## src/hdl/itp_pkg.sv

```systemverilog
// ----------------------------------------------------------------------------
// itp_pkg: shared types and constants of the infix-to-postfix converter
// Stack geometry, operator codes, character constants, rank and code tables,
// and the command and status groups between controller and datapath.
// ----------------------------------------------------------------------------
package itp_pkg;

	// Operator stack geometry
	localparam int STACK_DEPTH = 32;
	localparam int CNT_W       = $clog2(STACK_DEPTH + 1);
	localparam int ADDR_W      = $clog2(STACK_DEPTH);

	// Stack entry codes
	localparam logic [2:0] CODE_LPAREN = 3'd0;
	localparam logic [2:0] CODE_PLUS   = 3'd1;
	localparam logic [2:0] CODE_MINUS  = 3'd2;
	localparam logic [2:0] CODE_TIMES  = 3'd3;
	localparam logic [2:0] CODE_DIVIDE = 3'd4;

	// ASCII characters with a special meaning
	localparam logic [7:0] CHAR_LPAREN = 8'h28;
	localparam logic [7:0] CHAR_RPAREN = 8'h29;
	localparam logic [7:0] CHAR_TIMES  = 8'h2A;
	localparam logic [7:0] CHAR_PLUS   = 8'h2B;
	localparam logic [7:0] CHAR_MINUS  = 8'h2D;
	localparam logic [7:0] CHAR_DIVIDE = 8'h2F;
	localparam logic [7:0] CHAR_NONE   = 8'h00;

	// Precedence of a stack code; '(' ranks lowest
	function automatic logic [1:0] code_rank(input logic [2:0] code);
		logic [1:0] rank;
		case (code)
			CODE_PLUS, CODE_MINUS:   rank = 2'd1;
			CODE_TIMES, CODE_DIVIDE: rank = 2'd2;
			default:                 rank = 2'd0;
		endcase
		return rank;
	endfunction

	// Character emitted for a popped stack code
	function automatic logic [7:0] code_char(input logic [2:0] code);
		logic [7:0] ch;
		case (code)
			CODE_PLUS:   ch = CHAR_PLUS;
			CODE_MINUS:  ch = CHAR_MINUS;
			CODE_TIMES:  ch = CHAR_TIMES;
			CODE_DIVIDE: ch = CHAR_DIVIDE;
			default:     ch = CHAR_LPAREN;
		endcase
		return ch;
	endfunction

	// Commands from controller to datapath
	typedef struct packed {
		logic take;        // latch the input item
		logic emit_char;   // emit the latched operand
		logic emit_pop;    // emit the top of stack
		logic emit_status; // emit the closing status result
		logic pop;         // drop the top of stack
		logic push;        // push the latched item's code
		logic set_err;     // flag an expression error
		logic clear_err;   // clear the error for the next expression
		logic run_last;    // result is the last one of its item
	} itp_cmd_t;

	// Status from datapath to controller
	typedef struct packed {
		logic       out_free;
		logic       cnt_zero;
		logic       cnt_one;
		logic       is_op;
		logic       is_lparen;
		logic       is_rparen;
		logic       item_last;
		logic [2:0] item_code;
		logic [2:0] top_code;
		logic [2:0] below_code;
	} itp_stat_t;

endpackage

```

## src/hdl/infix_to_postfix_converter_core.sv

```systemverilog
// ----------------------------------------------------------------------------
// infix_to_postfix_converter_core: shunting-yard infix-to-postfix converter
// Each accepted item is latched into the item register first; its results are
//   then loaded into the output register one at a time, waiting while stalled.
// Input: a new item is taken only once the previous one is finished, with
//   the controller doing one stack step per cycle when the output is free.
// Reset: clears the controller state, stack count, error flag and output
//   valid at once; the stack memory is not cleared and needs no clearing pass.
// ----------------------------------------------------------------------------
module infix_to_postfix_converter_core (
	input  logic       clk,
	input  logic       arst_n,
	input  logic       in_valid,
	output logic       in_stall,
	input  logic [7:0] in_char,
	input  logic       is_last,
	output logic       out_valid,
	input  logic       out_stall,
	output logic [7:0] out_char,
	output logic       char_valid,
	output logic       run_last,
	output logic       expression_end,
	output logic       error
);
	import itp_pkg::*;

	itp_cmd_t  cmd;
	itp_stat_t stat;

	// Sequence the stack steps
	itp_ctrl u_ctrl (
		.clk      (clk),
		.arst_n   (arst_n),
		.in_valid (in_valid),
		.in_stall (in_stall),
		.stat     (stat),
		.cmd      (cmd)
	);

	// Hold the stack and the output register
	itp_dp u_dp (
		.clk            (clk),
		.arst_n         (arst_n),
		.in_char        (in_char),
		.is_last        (is_last),
		.out_stall      (out_stall),
		.cmd            (cmd),
		.stat           (stat),
		.out_valid      (out_valid),
		.out_char       (out_char),
		.char_valid     (char_valid),
		.run_last       (run_last),
		.expression_end (expression_end),
		.error          (error)
	);

`ifndef NO_ASSERTIONS
	// One item at a time: an accepted item closes the input
	a_one_item: assert property (@(posedge clk) disable iff (!arst_n)
		in_valid && !in_stall |=> in_stall)
		else $error("input accepted while an item is still in work");

	// The status result closes its item and carries no character
	a_status_form: assert property (@(posedge clk) disable iff (!arst_n)
		out_valid && expression_end |-> run_last && !char_valid)
		else $error("status result malformed");

	// Character results carry no status flags
	a_char_form: assert property (@(posedge clk) disable iff (!arst_n)
		out_valid && char_valid |-> !error && !expression_end)
		else $error("character result carries status flags");

	// Never pop an empty stack for output
	a_pop_nonempty: assert property (@(posedge clk) disable iff (!arst_n)
		cmd.emit_pop |-> !stat.cnt_zero)
		else $error("pop from an empty stack");
`endif

endmodule

```

## src/hdl/itp_dp.sv

```systemverilog
// ----------------------------------------------------------------------------
// itp_dp: converter datapath
// Item register, operator stack (cached top, prefetched entry below it, memory
// for the rest), stack count, sticky error flag and the output register.
// ----------------------------------------------------------------------------
module itp_dp (
	input  logic             clk,
	input  logic             arst_n,
	input  logic [7:0]       in_char,
	input  logic             is_last,
	input  logic             out_stall,
	input  itp_pkg::itp_cmd_t  cmd,
	output itp_pkg::itp_stat_t stat,
	output logic             out_valid,
	output logic [7:0]       out_char,
	output logic             char_valid,
	output logic             run_last,
	output logic             expression_end,
	output logic             error
);
	import itp_pkg::*;

	logic [7:0]       char_q;
	logic             last_q;
	logic [CNT_W-1:0] cnt_q;
	logic [CNT_W-1:0] cnt_d;
	logic [2:0]       top_q;
	logic [2:0]       below_q;
	logic             err_q;
	logic [2:0]       stack_mem [STACK_DEPTH];

	logic             out_valid_q;
	logic [7:0]       out_char_q;
	logic             char_valid_q;
	logic             run_last_q;
	logic             end_q;
	logic             err_out_q;

	logic             full;
	logic             push_ok;
	logic             emit;
	logic [CNT_W-1:0] wr_cnt;
	logic [CNT_W-1:0] rd_cnt;
	logic [ADDR_W-1:0] wr_addr;
	logic [ADDR_W-1:0] rd_addr;
	logic [2:0]       item_code;
	logic             is_op;
	logic             is_lparen;
	logic             is_rparen;

	// Classify the latched character
	always_comb begin
		is_op     = 1'b0;
		is_lparen = 1'b0;
		is_rparen = 1'b0;
		item_code = CODE_LPAREN;
		case (char_q)
			CHAR_PLUS: begin
				is_op     = 1'b1;
				item_code = CODE_PLUS;
			end
			CHAR_MINUS: begin
				is_op     = 1'b1;
				item_code = CODE_MINUS;
			end
			CHAR_TIMES: begin
				is_op     = 1'b1;
				item_code = CODE_TIMES;
			end
			CHAR_DIVIDE: begin
				is_op     = 1'b1;
				item_code = CODE_DIVIDE;
			end
			CHAR_LPAREN: is_lparen = 1'b1;
			CHAR_RPAREN: is_rparen = 1'b1;
			default: ;
		endcase
	end

	// Next stack count and memory addresses
	assign full    = (cnt_q == CNT_W'(STACK_DEPTH));
	assign push_ok = cmd.push && !full;
	assign emit    = cmd.emit_char || cmd.emit_pop || cmd.emit_status;

	always_comb begin
		cnt_d = cnt_q;
		if (push_ok) begin
			cnt_d = cnt_q + CNT_W'(1);
		end else if (cmd.pop) begin
			cnt_d = cnt_q - CNT_W'(1);
		end
	end

	assign wr_cnt  = cnt_q - CNT_W'(1);
	assign rd_cnt  = cnt_d - CNT_W'(2);
	assign wr_addr = wr_cnt[ADDR_W-1:0];
	assign rd_addr = rd_cnt[ADDR_W-1:0];

	// Hold the latched item
	always_ff @(posedge clk) begin
		if (cmd.take) begin
			char_q <= in_char;
			last_q <= is_last;
		end
	end

	// Advance the stack count
	always_ff @(posedge clk or negedge arst_n) begin
		if (!arst_n) begin
			cnt_q <= '0;
		end else begin
			cnt_q <= cnt_d;
		end
	end

	// Spill the old top on push, refill it on pop, prefetch the entry below
	always_ff @(posedge clk) begin
		if (push_ok) begin
			if (cnt_q != '0) begin
				stack_mem[wr_addr] <= top_q;
			end
			top_q <= item_code;
		end else if (cmd.pop) begin
			top_q <= below_q;
		end
		if (push_ok && cnt_q != '0) begin
			below_q <= top_q;
		end else begin
			below_q <= stack_mem[rd_addr];
		end
	end

	// Track the sticky expression error
	always_ff @(posedge clk or negedge arst_n) begin
		if (!arst_n) begin
			err_q <= 1'b0;
		end else if (cmd.clear_err) begin
			err_q <= 1'b0;
		end else if (cmd.set_err || (cmd.push && full)) begin
			err_q <= 1'b1;
		end
	end

	// Load the output register, drop it once taken
	always_ff @(posedge clk or negedge arst_n) begin
		if (!arst_n) begin
			out_valid_q <= 1'b0;
		end else if (emit) begin
			out_valid_q <= 1'b1;
		end else if (!out_stall) begin
			out_valid_q <= 1'b0;
		end
	end

	always_ff @(posedge clk) begin
		if (emit) begin
			if (cmd.emit_char) begin
				out_char_q <= char_q;
			end else if (cmd.emit_pop) begin
				out_char_q <= code_char(top_q);
			end else begin
				out_char_q <= CHAR_NONE;
			end
			char_valid_q <= !cmd.emit_status;
			run_last_q   <= cmd.run_last;
			end_q        <= cmd.emit_status;
			err_out_q    <= cmd.emit_status && err_q;
		end
	end

	// Status toward the controller
	always_comb begin
		stat.out_free   = !out_valid_q || !out_stall;
		stat.cnt_zero   = (cnt_q == '0);
		stat.cnt_one    = (cnt_q == CNT_W'(1));
		stat.is_op      = is_op;
		stat.is_lparen  = is_lparen;
		stat.is_rparen  = is_rparen;
		stat.item_last  = last_q;
		stat.item_code  = item_code;
		stat.top_code   = top_q;
		stat.below_code = below_q;
	end

	assign out_valid      = out_valid_q;
	assign out_char       = out_char_q;
	assign char_valid     = char_valid_q;
	assign run_last       = run_last_q;
	assign expression_end = end_q;
	assign error          = err_out_q;

endmodule

```

## src/hdl/itp_ctrl.sv

```systemverilog
// ----------------------------------------------------------------------------
// itp_ctrl: converter controller
// Sequences one item at a time: latch, pop/emit/push steps, and the flush
// with its closing status result at the end of an expression.
// ----------------------------------------------------------------------------
module itp_ctrl (
	input  logic               clk,
	input  logic               arst_n,
	input  logic               in_valid,
	output logic               in_stall,
	input  itp_pkg::itp_stat_t stat,
	output itp_pkg::itp_cmd_t  cmd
);
	import itp_pkg::*;

	localparam logic [1:0] ST_IDLE  = 2'd0;
	localparam logic [1:0] ST_EXEC  = 2'd1;
	localparam logic [1:0] ST_FLUSH = 2'd2;

	logic [1:0] state_q;
	logic [1:0] state_d;
	logic [1:0] after_item;
	logic       op_pop;
	logic       op_stop_next;
	logic       rp_pop;
	logic       rp_stop_next;

	assign in_stall = (state_q != ST_IDLE);

	// Loop conditions for the operator and ')' pop runs
	assign op_pop       = !stat.cnt_zero &&
	                      (code_rank(stat.item_code) <= code_rank(stat.top_code));
	assign op_stop_next = stat.cnt_one ||
	                      (code_rank(stat.item_code) > code_rank(stat.below_code));
	assign rp_pop       = !stat.cnt_zero && (stat.top_code != CODE_LPAREN);
	assign rp_stop_next = stat.cnt_one || (stat.below_code == CODE_LPAREN);
	assign after_item   = stat.item_last ? ST_FLUSH : ST_IDLE;

	// Decide the step of this cycle
	always_comb begin
		cmd     = '0;
		state_d = state_q;
		case (state_q)
			ST_IDLE: begin
				if (in_valid) begin
					cmd.take = 1'b1;
					state_d  = ST_EXEC;
				end
			end
			ST_EXEC: begin
				if (stat.is_op) begin
					if (op_pop) begin
						if (stat.out_free) begin
							cmd.emit_pop = 1'b1;
							cmd.pop      = 1'b1;
							cmd.run_last = !stat.item_last && op_stop_next;
						end
					end else begin
						cmd.push = 1'b1;
						state_d  = after_item;
					end
				end else if (stat.is_lparen) begin
					cmd.push = 1'b1;
					state_d  = after_item;
				end else if (stat.is_rparen) begin
					if (rp_pop) begin
						if (stat.out_free) begin
							cmd.emit_pop = 1'b1;
							cmd.pop      = 1'b1;
							cmd.run_last = !stat.item_last && rp_stop_next;
						end
					end else begin
						if (stat.cnt_zero) begin
							cmd.set_err = 1'b1;
						end else begin
							cmd.pop = 1'b1;
						end
						state_d = after_item;
					end
				end else if (stat.out_free) begin
					cmd.emit_char = 1'b1;
					cmd.run_last  = !stat.item_last;
					state_d       = after_item;
				end
			end
			ST_FLUSH: begin
				if (stat.out_free) begin
					if (!stat.cnt_zero) begin
						cmd.emit_pop = 1'b1;
						cmd.pop      = 1'b1;
						cmd.set_err  = (stat.top_code == CODE_LPAREN);
					end else begin
						cmd.emit_status = 1'b1;
						cmd.clear_err   = 1'b1;
						cmd.run_last    = 1'b1;
						state_d         = ST_IDLE;
					end
				end
			end
			default: begin
				state_d = ST_IDLE;
			end
		endcase
	end

	// Advance the state
	always_ff @(posedge clk or negedge arst_n) begin
		if (!arst_n) begin
			state_q <= ST_IDLE;
		end else begin
			state_q <= state_d;
		end
	end

endmodule

```

## config.mk

```make
export PLATFORM = sky130hd
export DESIGN_NAME = infix_to_postfix_converter_core
export DESIGN_NICKNAME = d
export VERILOG_FILES = /design/src/hdl/itp_pkg.sv /design/src/hdl/infix_to_postfix_converter_core.sv /design/src/hdl/itp_dp.sv /design/src/hdl/itp_ctrl.sv
export SDC_FILE = /design/constraint.sdc
export NUM_CORES = 1
export LEC_CHECK = 0
export CORE_ASPECT_RATIO = 2
export CORE_MARGIN = 2
export CORE_UTILIZATION = 40
export CTS_CLUSTER_DIAMETER = 200
export DETAILED_ROUTE_END_ITERATION = 8
export DONT_BUFFER_PORTS = 1
export PLACE_DENSITY = 0.62
export SKIP_LAST_GASP = 1
export SYNTH_ARGS = -nofsm -noshare
export SYNTH_HDL_FRONTEND = slang
export SYNTH_SLANG_ARGS = --single-unit
```

## constraint.sdc

```tcl
create_clock -name clk -period 4.2 [get_ports clk]
set_clock_uncertainty 0.15 [all_clocks]
set_input_delay 0.84 -clock clk [delete_from_list [all_inputs] [get_ports clk]]
set_output_delay 0.84 -clock clk [all_outputs]
set_load 0.01 [all_outputs]
```

==> results.yml, run 1 <==
outcome:
  status: "completed"
grt:
  grtUsageTotal_pct: 17.5
  grt_pass1_wl_mm: 21.3
  grt_pass1_vias: 3874
  grt_max_degree: 34
  overflow: 0
  antenna_found_initial: 0
drt:
  top_layer: "met4"
  met2_length_mm: 8.52
  wl_met3_um: 383
  via_per_inst: 5.60
  drc: 0
  wl_per_cell_um: 21.3
  drtIter0Drc: 210
  ant_nets: 0
  num_vias: 3633
  wl_met1_mm: 4.43
  first_pass_iters: 6
  routed_wl_mm: 13.9
worst_setup_path:
  r2r_end: "u_dp.stack_mem[15][2]"
  slowest_stage: "or4b_1"
  path_delay_family: "simple AND/OR/NAND/NOR gates"
  path_class: "reg -> reg"
  cp_cell_sequence: "or4b_1, nor2_1, and3_1, ha_1, nor2b_1, o21ai_4, a21boi_2, nor2_1, nor2_1, nand2_1, nor2_1"
  cp_data_required_time_ns: 4.12
  rrSetupSlack_ns: 0.26
  regToRegStartpoint: "u_dp.char_q[4]"
  path_max_fanout: 8
  crit_cells: 11
  cp-end-kind: "flop"
  worstSetupStartpointType: "flop"
  cp.arrival_ns: 3.86
  reg2reg_depth: 11
  cpMostUsedCell: "nor2_1"
  critPathBufInv: 0
  crit_path_max_incr_delay_ns: 0.60
timing:
  maxSlewViolCount: 0
  hold_ws_ns: 0.345
  fmax_mhz: 254
  tightestPinTransition_ns: 0.721
  hold_viol_final: 0
  fin_tns_setup_ns: 0
  fin_crit_ns: 3.94
  min_period_over_period_pct: 93.9
  slew_headroom_pct: 51.6
  setup_violations: 0
  rsz0062_at_grt: "no"
power:
  p_leak_nw: 2.40
  seq_power_share_pct: 39.8
  power_density_nw_per_um2: 660
  p_comb_share_pct: 29.7
  p_switching_mw: 1.56
  internal_power_mw: 3.14
  pwr-share-clk_pct: 30.5
  vdd_ir_drop_max_v: 0.000411
  p_sw_share_pct: 33.2
die:
  die_w_um: 93.2
  placeableCoreArea_um2: 15700
  top_level_ports: 27
  start_util_pct: 40.6
  dieHeight_um: 182
  die_area_um2: 17000
  rows: 65
final_layout:
  syn_to_final_growth_pct: 11.9
  final_layout_size_suffix_gt1_share_pct: 21.4
  fillers: 1366
  multi_input_area_um2: 2200
  final_common_cell: "edfxtp_1"
  seqCellArea_um2: 3950
  diodes: 0
  final_nets: 463
  fin_cells: 649
  final_util_pct: 45.4
  mostFrequentLayoutCells: "edfxtp_1 (120), nor2_1 (53), mux4_2 (29), nand2_1 (27), clkbuf_16 (17)"
synth:
  ys_seq_area_share_pct: 62.1
  syn_area_um2: 6360
  ys_types: 73
  synth_top_flop_cell: "edfxtp_1"
  async_flop_share_pct: 7.41
  ys_seq_elements: 135
  synth_edf_count: 120
  syn_inst: 427
  syn_avg_cell_area_um2: 14.9
  syn_nets: 454
  ys.warnings.count: 0
place:
  dpl.cell_count: 617
  gp_congestion: 0.846
  portBuffers: 0
  hpwl_mm: 10.1
clocking:
  numCtsBuffers: 17
  clk_pin_slew_ns: 0.06
  htreeDepth: 4
  cts.sinks: 135
  clk_latency_ns: 0.41
  clock_path_buffers: 2
  cts_tree: "built"
  root_buffer: "clkbuf_16"
  post_cts_buffers: 0
hold_path:
  min_path_cells: 2
  hold_path.class: "reg -> reg"
  holdPathEnd: "u_dp.err_q"
  worstHoldStart: "u_dp.err_q"
run:
  cap_violations: 0
flip-flops by register name, indices dropped and copies added (netlist names), named ones only:
register and count:
u_dp.char_q 8, u_dp.out_char 8, u_ctrl.state_q 2, u_dp.last_q 1, u_dp.run_last 1, u_dp.char_valid 1
u_dp.expression_end 1, u_dp.out_valid 1, u_dp.err_q 1, u_dp.cnt_q 6, u_dp.top_q 3, u_dp.error 1
u_dp.stack_mem 96
metal layers:
metal	global-route usage, %	up-vias
li1	-	1646
met1	15.7	1856
met2	34.9	97
met3	4.00	34
met4	8.71	0
met5	0	-
repair_timing:
item                                   in CTS  in global routing
hold buffers                                1                  0
setup endpoints to repair                   0                  6
endpoints found under the hold margin      10                  0
resized for setup                           0                  2
stage by stage:
stage / power [mW] / worst slack, ns / area, um2
after floorplan: 2.96 / 0.715 / 6360
after detailed placement: 3.30 / 0.0974 / 6530
after global routing: 4.93 / 0.0820 / 7120
after CTS: 4.75 / 0.0749 / 7110
after global placement: 3.26 / 0.170 / 6530
final: 4.70 / 0.255 / 7120
worst max-delay path by stage:
stage	startpoint	to	slack [ns]
finish	u_dp.char_q[4]	u_dp.stack_mem[15][2]	0.26
global route	u_dp.char_q[4]	u_dp.stack_mem[15][2]	0.08
CTS	u_dp.char_q[4]	u_dp.stack_mem[3][1]	0.07
detailed placement	u_dp.char_q[4]	u_dp.stack_mem[3][1]	0.1
global placement	u_dp.char_q[4]	u_dp.stack_mem[3][2]	0.17
floorplan	u_dp.char_q[4]	flop	0.71
layout make-up:
type | count | share of cell area, %
tap | 201 | 3.53
timing repair buffer | 9 | 1.16
inverter | 15 | 0.790
clock buffer | 17 | 5.97
sequential | 135 | 55.5
clock inverter | 14 | 2.11
multi-input combinational | 258 | 30.9
worst reg2reg max path, cell delays in order, from the launching register on:
cell,delay (ns)
edfxtp_1,0.44
or4b_1,0.60
nor2_1,0.26
and3_1,0.25
ha_1,0.16
nor2b_1,0.26
o21ai_4,0.10
a21boi_2,0.23
nor2_1,0.10
nor2_1,0.29
nand2_1,0.33
nor2_1,0.43
synthesized netlist by cell type (2+ instances only):
cell type	instances	area, um2
nand3b_1	2	15.0
a21o_1	2	15.0
nand3_1	13	65.1
a32oi_1	2	17.5
nor3_2	2	20.0
mux4_2	29	653
xor2_2	2	32.5
o21ai_0	10	50.1
mux2i_1	2	20.0
o21ai_1	3	15.0
nor3b_1	2	15.0
o31ai_1	3	22.5
inv_1	14	52.6
nand2b_1	3	18.8
mux2i_2	2	27.5
dfxtp_1	5	100
xor2_1	5	43.8
ha_1	14	175
xnor2_1	6	52.6
nor2_1	53	199
and3_1	3	18.8
a211oi_1	3	22.5
and2_2	2	15.0
and2_1	4	25.0
dfrtp_1	10	250
a21oi_1	12	60.1
clkbuf_1	6	22.5
o21ai_2	2	17.5
nand4_1	4	25.0
nand2_1	27	101
clkbuf_8	2	27.5
nor2b_1	8	50.1
buf_6	8	90.1
buf_4	2	15.0
edfxtp_1	120	3600
nor3_1	3	15.0
cells by family after synthesis:
kind of cell	synth area share, %
AND/OR/NAND/NOR	11.7
flip-flops	62.1
AO/OA/AOI/OAI	6.33
multiplexers	11.4
buffers and inverters	3.40
XOR/XNOR	2.28
adder cells (fa/ha/maj)	2.75
power by group through the flow:
stage | clock network [mW] | registers (mW) | logic [mW]
floorplan | 0 | 1.81 | 1.15
global placement | 0 | 1.90 | 1.36
detailed placement | 0 | 1.90 | 1.40
CTS | 1.46 | 1.87 | 1.41
global route | 1.50 | 1.89 | 1.53
finish | 1.44 | 1.87 | 1.40
Power figures use the tool's default switching activity.
==> run 2, diff against run 1 <==
==> constraint.sdc (replaced) <==
create_clock -name clk -period 4.7 [get_ports clk]
set_clock_uncertainty 0.15 [all_clocks]
set_input_delay 0.94 -clock clk [delete_from_list [all_inputs] [get_ports clk]]
set_output_delay 0.94 -clock clk [all_outputs]
set_load 0.01 [all_outputs]
==> run 2 against run 1 <==
Sequential share of layout area hardly changed. Non-clock buffer count shrank 4. Power down 9.0%. First-iteration DRC count increased by 23%. Global-route usage is 0.18 points higher. Combinational power is 16% lower. Register-to-register slack better by 0.52 ns. Maximum frequency rose by 0.49%. Via count shrank 1.3%. Cell area about the same. Flip-flop and latch count is the same. Critical endpoint is now u_dp.stack_mem[3][1]. Largest cell class unchanged. Largest power group unchanged.
==> results.yml, run 2 (same netlist as run 1, synthesis figures left out) <==
drt:
  first_pass_iters: 5
  via_per_inst: 5.55
  routed_wl_mm: 14.0
  num_vias: 3587
  wl_per_cell_um: 21.7
  ant_nets: 0
  drc: 0
  drtIter0Drc: 258
timing:
  maxSlewViolCount: 0
  slew_headroom_pct: 48.1
  hold_viol_final: 0
  min_period_over_period_pct: 83.5
  setup_violations: 0
  rsz0062_at_grt: "no"
  final.setup.worst_slack_ns: 0.775
  tightestPinTransition_ns: 0.773
  fin_crit_ns: 3.93
  fmax_mhz: 255
  hold_ws_ns: 0.0608
  fin_tns_setup_ns: 0
clocking:
  cts.sinks: 135
  htreeDepth: 4
  clock_path_buffers: 2
  numCtsBuffers: 17
  root_buffer: "clkbuf_16"
  clk_latency_ns: 0.42
  cts-resized-gates: 0
  hold_buffers: 0
  cts_tree: "built"
  clk_pin_slew_ns: 0.06
  post_cts_buffers: 0
worst_setup_path:
  path_class: "reg -> reg"
  worstSetupStartpointType: "flop"
  crit_path_max_incr_delay_ns: 0.58
  regToRegStartpoint: "u_dp.char_q[4]"
  cp_data_required_time_ns: 4.61
  cp-end-kind: "flop"
  slowest_stage: "or4b_1"
  path_delay_family: "simple AND/OR/NAND/NOR gates"
  critPathBufInv: 0
  reg2reg_depth: 11
  cp.arrival_ns: 3.84
  cpMostUsedCell: "nor2_1"
  cp_cell_sequence: "or4b_1, nor2_1, and3_1, ha_1, nor2b_1, o21ai_4, a21boi_2, nor2_1, nor2_1, nand2_1, nor3b_1"
  rrSetupSlack_ns: 0.77
  path_max_fanout: 8
  r2r_end: "u_dp.stack_mem[3][1]"
  worstSetupStartpoint: "u_dp.char_q[4]"
  crit_cells: 11
  critPathCapture: "u_dp.stack_mem[3][1]"
place:
  dpl_worst_slack_ns: 0.712
  gp_congestion: 0.839
  post_dp_cell_area_um2: 6490
  portBuffers: 0
  hpwl_mm: 10.2
  dpl.cell_count: 614
final_layout:
  mostFrequentLayoutCells: "edfxtp_1 (120), nor2_1 (53), mux4_2 (29), nand2_1 (27), clkbuf_16 (17)"
  final_util_pct: 45.4
  seqCellArea_um2: 3950
  multi_input_area_um2: 2190
  final_layout_size_suffix_gt1_share_pct: 20.7
  largest_reg_flops: 96
  top_register: "u_dp.stack_mem"
  fin_cells: 646
  final_cell_area_um2: 7120
  syn_to_final_growth_pct: 11.9
  final_common_cell: "edfxtp_1"
  fillers: 1342
  diodes: 0
  final_nets: 459
die:
  start_util_pct: 40.6
  dieHeight_um: 182
  placeableCoreArea_um2: 15700
  die_area_um2: 17000
  top_level_ports: 27
  rows: 65
  die_w_um: 93.2
power:
  p_leak_nw: 2.40
  power_density_nw_per_um2: 601
  finalPower_mw: 4.28
  vdd_ir_drop_max_v: 0.000356
outcome:
  status: "completed"
grt:
  overflow: 0
  grt_max_degree: 26
  grtUsageTotal_pct: 17.7
  antenna_found_initial: 0
  grt_pass1_wl_mm: 21.6
  grt_pass1_vias: 3780
hold_path:
  hold_path.class: "in -> async"
run:
  cap_violations: 0
-- run 2: final cells by class --
class	instances	share of cell area (%)
clock inverters	14	2.62
inverters	15	0.791
multi-input cells	258	30.8
flip-flops and latches	135	55.5
repair buffers	5	0.527
clock buffers	18	6.17
well taps	201	3.53
-- run 2: metal layers --
metal	wire (um)	global-route usage, %
met2	8600	35.8
met4	457	8.65
met5	0	0
met3	343	2.89
met1	4600	16.2
-- run 2: worst min-delay path by stage --
stage / start / to / slack (ns) / depth (start not counted)
after global routing: arst_n / u_ctrl.state_q[1] / 0.05 / 0
after floorplan: u_dp.err_q / u_dp.err_q / 0.31 / 2
after detailed placement: u_dp.err_q / u_dp.err_q / 0.34 / 2
after global placement: u_dp.err_q / u_dp.err_q / 0.34 / 2
final: arst_n / u_ctrl.state_q[1] / 0.06 / 0
after CTS: arst_n / u_ctrl.state_q[1] / 0.05 / 0
-- run 2: worst register-to-register path: stages, from the launching register on --
cell and delay (ns):
edfxtp_1 0.44, or4b_1 0.58, nor2_1 0.28, and3_1 0.25
ha_1 0.16, nor2b_1 0.26, o21ai_4 0.09, a21boi_2 0.22
nor2_1 0.09, nor2_1 0.27, nand2_1 0.30, nor3b_1 0.49
-- run 2: where the power goes --
part	internal [mW]	switching [mW]
clock	0.863	0.529
sequential	1.48	0.237
combinational	0.519	0.648
==> run 3, diff against run 2 <==
--- a/config.mk
+++ b/config.mk
@@ -11,7 +11,7 @@
 export CTS_CLUSTER_DIAMETER = 200
 export DETAILED_ROUTE_END_ITERATION = 8
 export DONT_BUFFER_PORTS = 1
-export PLACE_DENSITY = 0.62
+export PLACE_DENSITY = 0.64
 export SKIP_LAST_GASP = 1
 export SYNTH_ARGS = -nofsm -noshare
 export SYNTH_HDL_FRONTEND = slang
==> constraint.sdc (replaced) <==
create_clock -name clk -period 3.5 [get_ports clk]
set_clock_uncertainty 0.15 [all_clocks]
set_input_delay 0.7 -clock clk [delete_from_list [all_inputs] [get_ports clk]]
set_output_delay 0.7 -clock clk [all_outputs]
set_load 0.01 [all_outputs]
==> run 3 against run 2 <==
Clock power rose by 35%. Non-clock buffer count rose by 64. Flip-flop and latch count did not move. Die area did not move. Largest cell class unchanged. Highest routed layer unchanged.
==> results.yml, run 3 (same netlist as run 1, synthesis figures left out) <==
outcome:
  status: "completed"
grt:
  overflow: 0
  grt_pass1_wl_mm: 21.5
  grt_max_degree: 34
  antenna_found_initial: 0
  grtUsageTotal_pct: 17.5
  grt_pass1_vias: 4015
timing:
  fin_crit_ns: 3.49
  rsz0062_at_grt: "yes"
  slew_headroom_pct: 51.1
  fin_tns_setup_ns: 0
  maxSlewViolCount: 0
  setup_violations: 0
  min_period_over_period_pct: 99.8
  tightestPinTransition_ns: 0.730
  hold_viol_final: 0
  fmax_mhz: 286
final_layout:
  final_nets: 523
  final_common_cell: "edfxtp_1"
  multi_input_area_um2: 2320
  largest_reg_flops: 96
  diodes: 0
  seqCellArea_um2: 3960
  fillers: 1253
  mostFrequentLayoutCells: "edfxtp_1 (120), buf_4 (56), nor2_1 (49), mux4_2 (29), nand2_1 (25)"
  syn_to_final_growth_pct: 23.2
  final_cell_area_um2: 7840
  top_register: "u_dp.stack_mem"
  final_layout_size_suffix_gt1_share_pct: 33.9
worst_setup_path:
  cp_cell_sequence: "or4b_4, nor2_4, and3_4, ha_4, nor2b_4, o21ai_4, nand4b_1, a311oi_4, buf_4, and2_4, a211oi_4, buf_6, nor3_4, xor2_1"
  path_class: "reg -> reg"
  cp_data_required_time_ns: 3.69
  worstSetupStartpointType: "flop"
  cp.arrival_ns: 3.68
  critPathBufInv: 2
  cp-end-kind: "flop"
  path_delay_family: "simple AND/OR/NAND/NOR gates"
  crit_path_max_incr_delay_ns: 0.60
  slowest_stage: "or4b_4"
  path_max_fanout: 4
drt:
  first_pass_iters: 4
  num_vias: 3801
  routed_wl_mm: 14.4
  drc: 0
  drtIter0Drc: 263
  via_per_inst: 5.36
  wl_per_cell_um: 20.4
  ant_nets: 0
die:
  start_util_pct: 40.6
  die_w_um: 93.2
  rows: 65
  die_area_um2: 17000
  placeableCoreArea_um2: 15700
  dieHeight_um: 182
  top_level_ports: 27
power:
  p_switching_mw: 2.04
  p_comb_share_pct: 35.6
  power_density_nw_per_um2: 809
  p_sw_share_pct: 32.2
  internal_power_mw: 4.30
  finalPower_mw: 6.34
  vdd_ir_drop_max_v: 0.000617
  seq_power_share_pct: 34.8
  p_leak_nw: 2.78
  pwr-share-clk_pct: 29.6
hold_path:
  hold_path.class: "in -> reg"
clocking:
  root_buffer: "clkbuf_16"
  numCtsBuffers: 17
  htreeDepth: 4
  cts_tree: "built"
  clock_path_buffers: 2
  cts.sinks: 135
  clk_pin_slew_ns: 0.06
  clk_latency_ns: 0.42
place:
  hpwl_mm: 10.2
  post_dp_cell_area_um2: 6910
  portBuffers: 0
  gp_congestion: 0.926
run:
  cap_violations: 0
[run 3: path summary, 6_finish.rpt]
| path | slack (ns) | start | cells past startpoint | endpoint |
|---|---|---|---|---|
| min in group asynchronous | 0.57 | arst_n | 1 | u_ctrl.state_q[1] |
| worst min-delay path | 0.23 | is_last | 0 | u_dp.last_q |
| worst min register to register | 0.36 | u_dp.err_q | 2 | u_dp.err_q |
| worst max-delay path | 0.009 | u_dp.char_q[4] | 14 | flop |
| max in group asynchronous | 2.24 | arst_n | 1 | u_dp.cnt_q[0] |
| worst max register to register | 0.009 | u_dp.char_q[4] | 14 | flop |
[run 3: power by group through the flow]
| stage | Clock [mW] | Sequential, mW | Combinational [mW] |
|---|---|---|---|
| floorplan | 0 | 2.17 | 1.38 |
| CTS | 1.90 | 2.19 | 1.98 |
| global route | 1.97 | 2.23 | 2.44 |
| finish | 1.87 | 2.20 | 2.26 |
| global placement | 0 | 2.22 | 1.87 |
| detailed placement | 0 | 2.22 | 1.92 |
[run 3: layout make-up]
type / count / area share, %
flip-flops and latches: 135 / 50.5
multi-input cells: 258 / 29.6
repair buffers: 69 / 8.01
clock buffers: 17 / 5.43
well taps: 201 / 3.21
clock inverters: 14 / 2.54
inverters: 15 / 0.718
[run 3: layer usage]
layer | up-vias | routed length [um] | GRT usage (%) | share of wire, %
li1 | 1769 | - | - | -
met1 | 1863 | 4590 | 15.8 | 32
met2 | 130 | 8740 | 34.8 | 61
met3 | 39 | 468 | 4.00 | 3.2
met4 | 0 | 642 | 8.76 | 4.4
met5 | - | 0 | 0 | 0
[run 3: timing repair]
item	in CTS	in global routing
gates resized for setup	13	25
pin swaps	10	16
gates cloned	0	3
setup endpoints to repair	25	99
buffers inserted	3	8
endpoints found under the hold margin	10	0
hold buffers	1	0
[run 3: stage by stage]
stage / worst slack [ns] / cells / util, % / hold WS (ns)
6_report: 0.00861 / 709 / 49.9 / 0.227
5_1_grt: -0.0989 / 709 / 49.9 / 0.208
4_1_cts: -0.0816 / 698 / 48.6 / 0.212
3_5_place_dp: -0.194 / 663 / 44.0 / 0.255
3_3_place_gp: -0.0617 / 663 / 44.0 / 0.255
2_1_floorplan: 0.0146 / 427 / - / 0.254
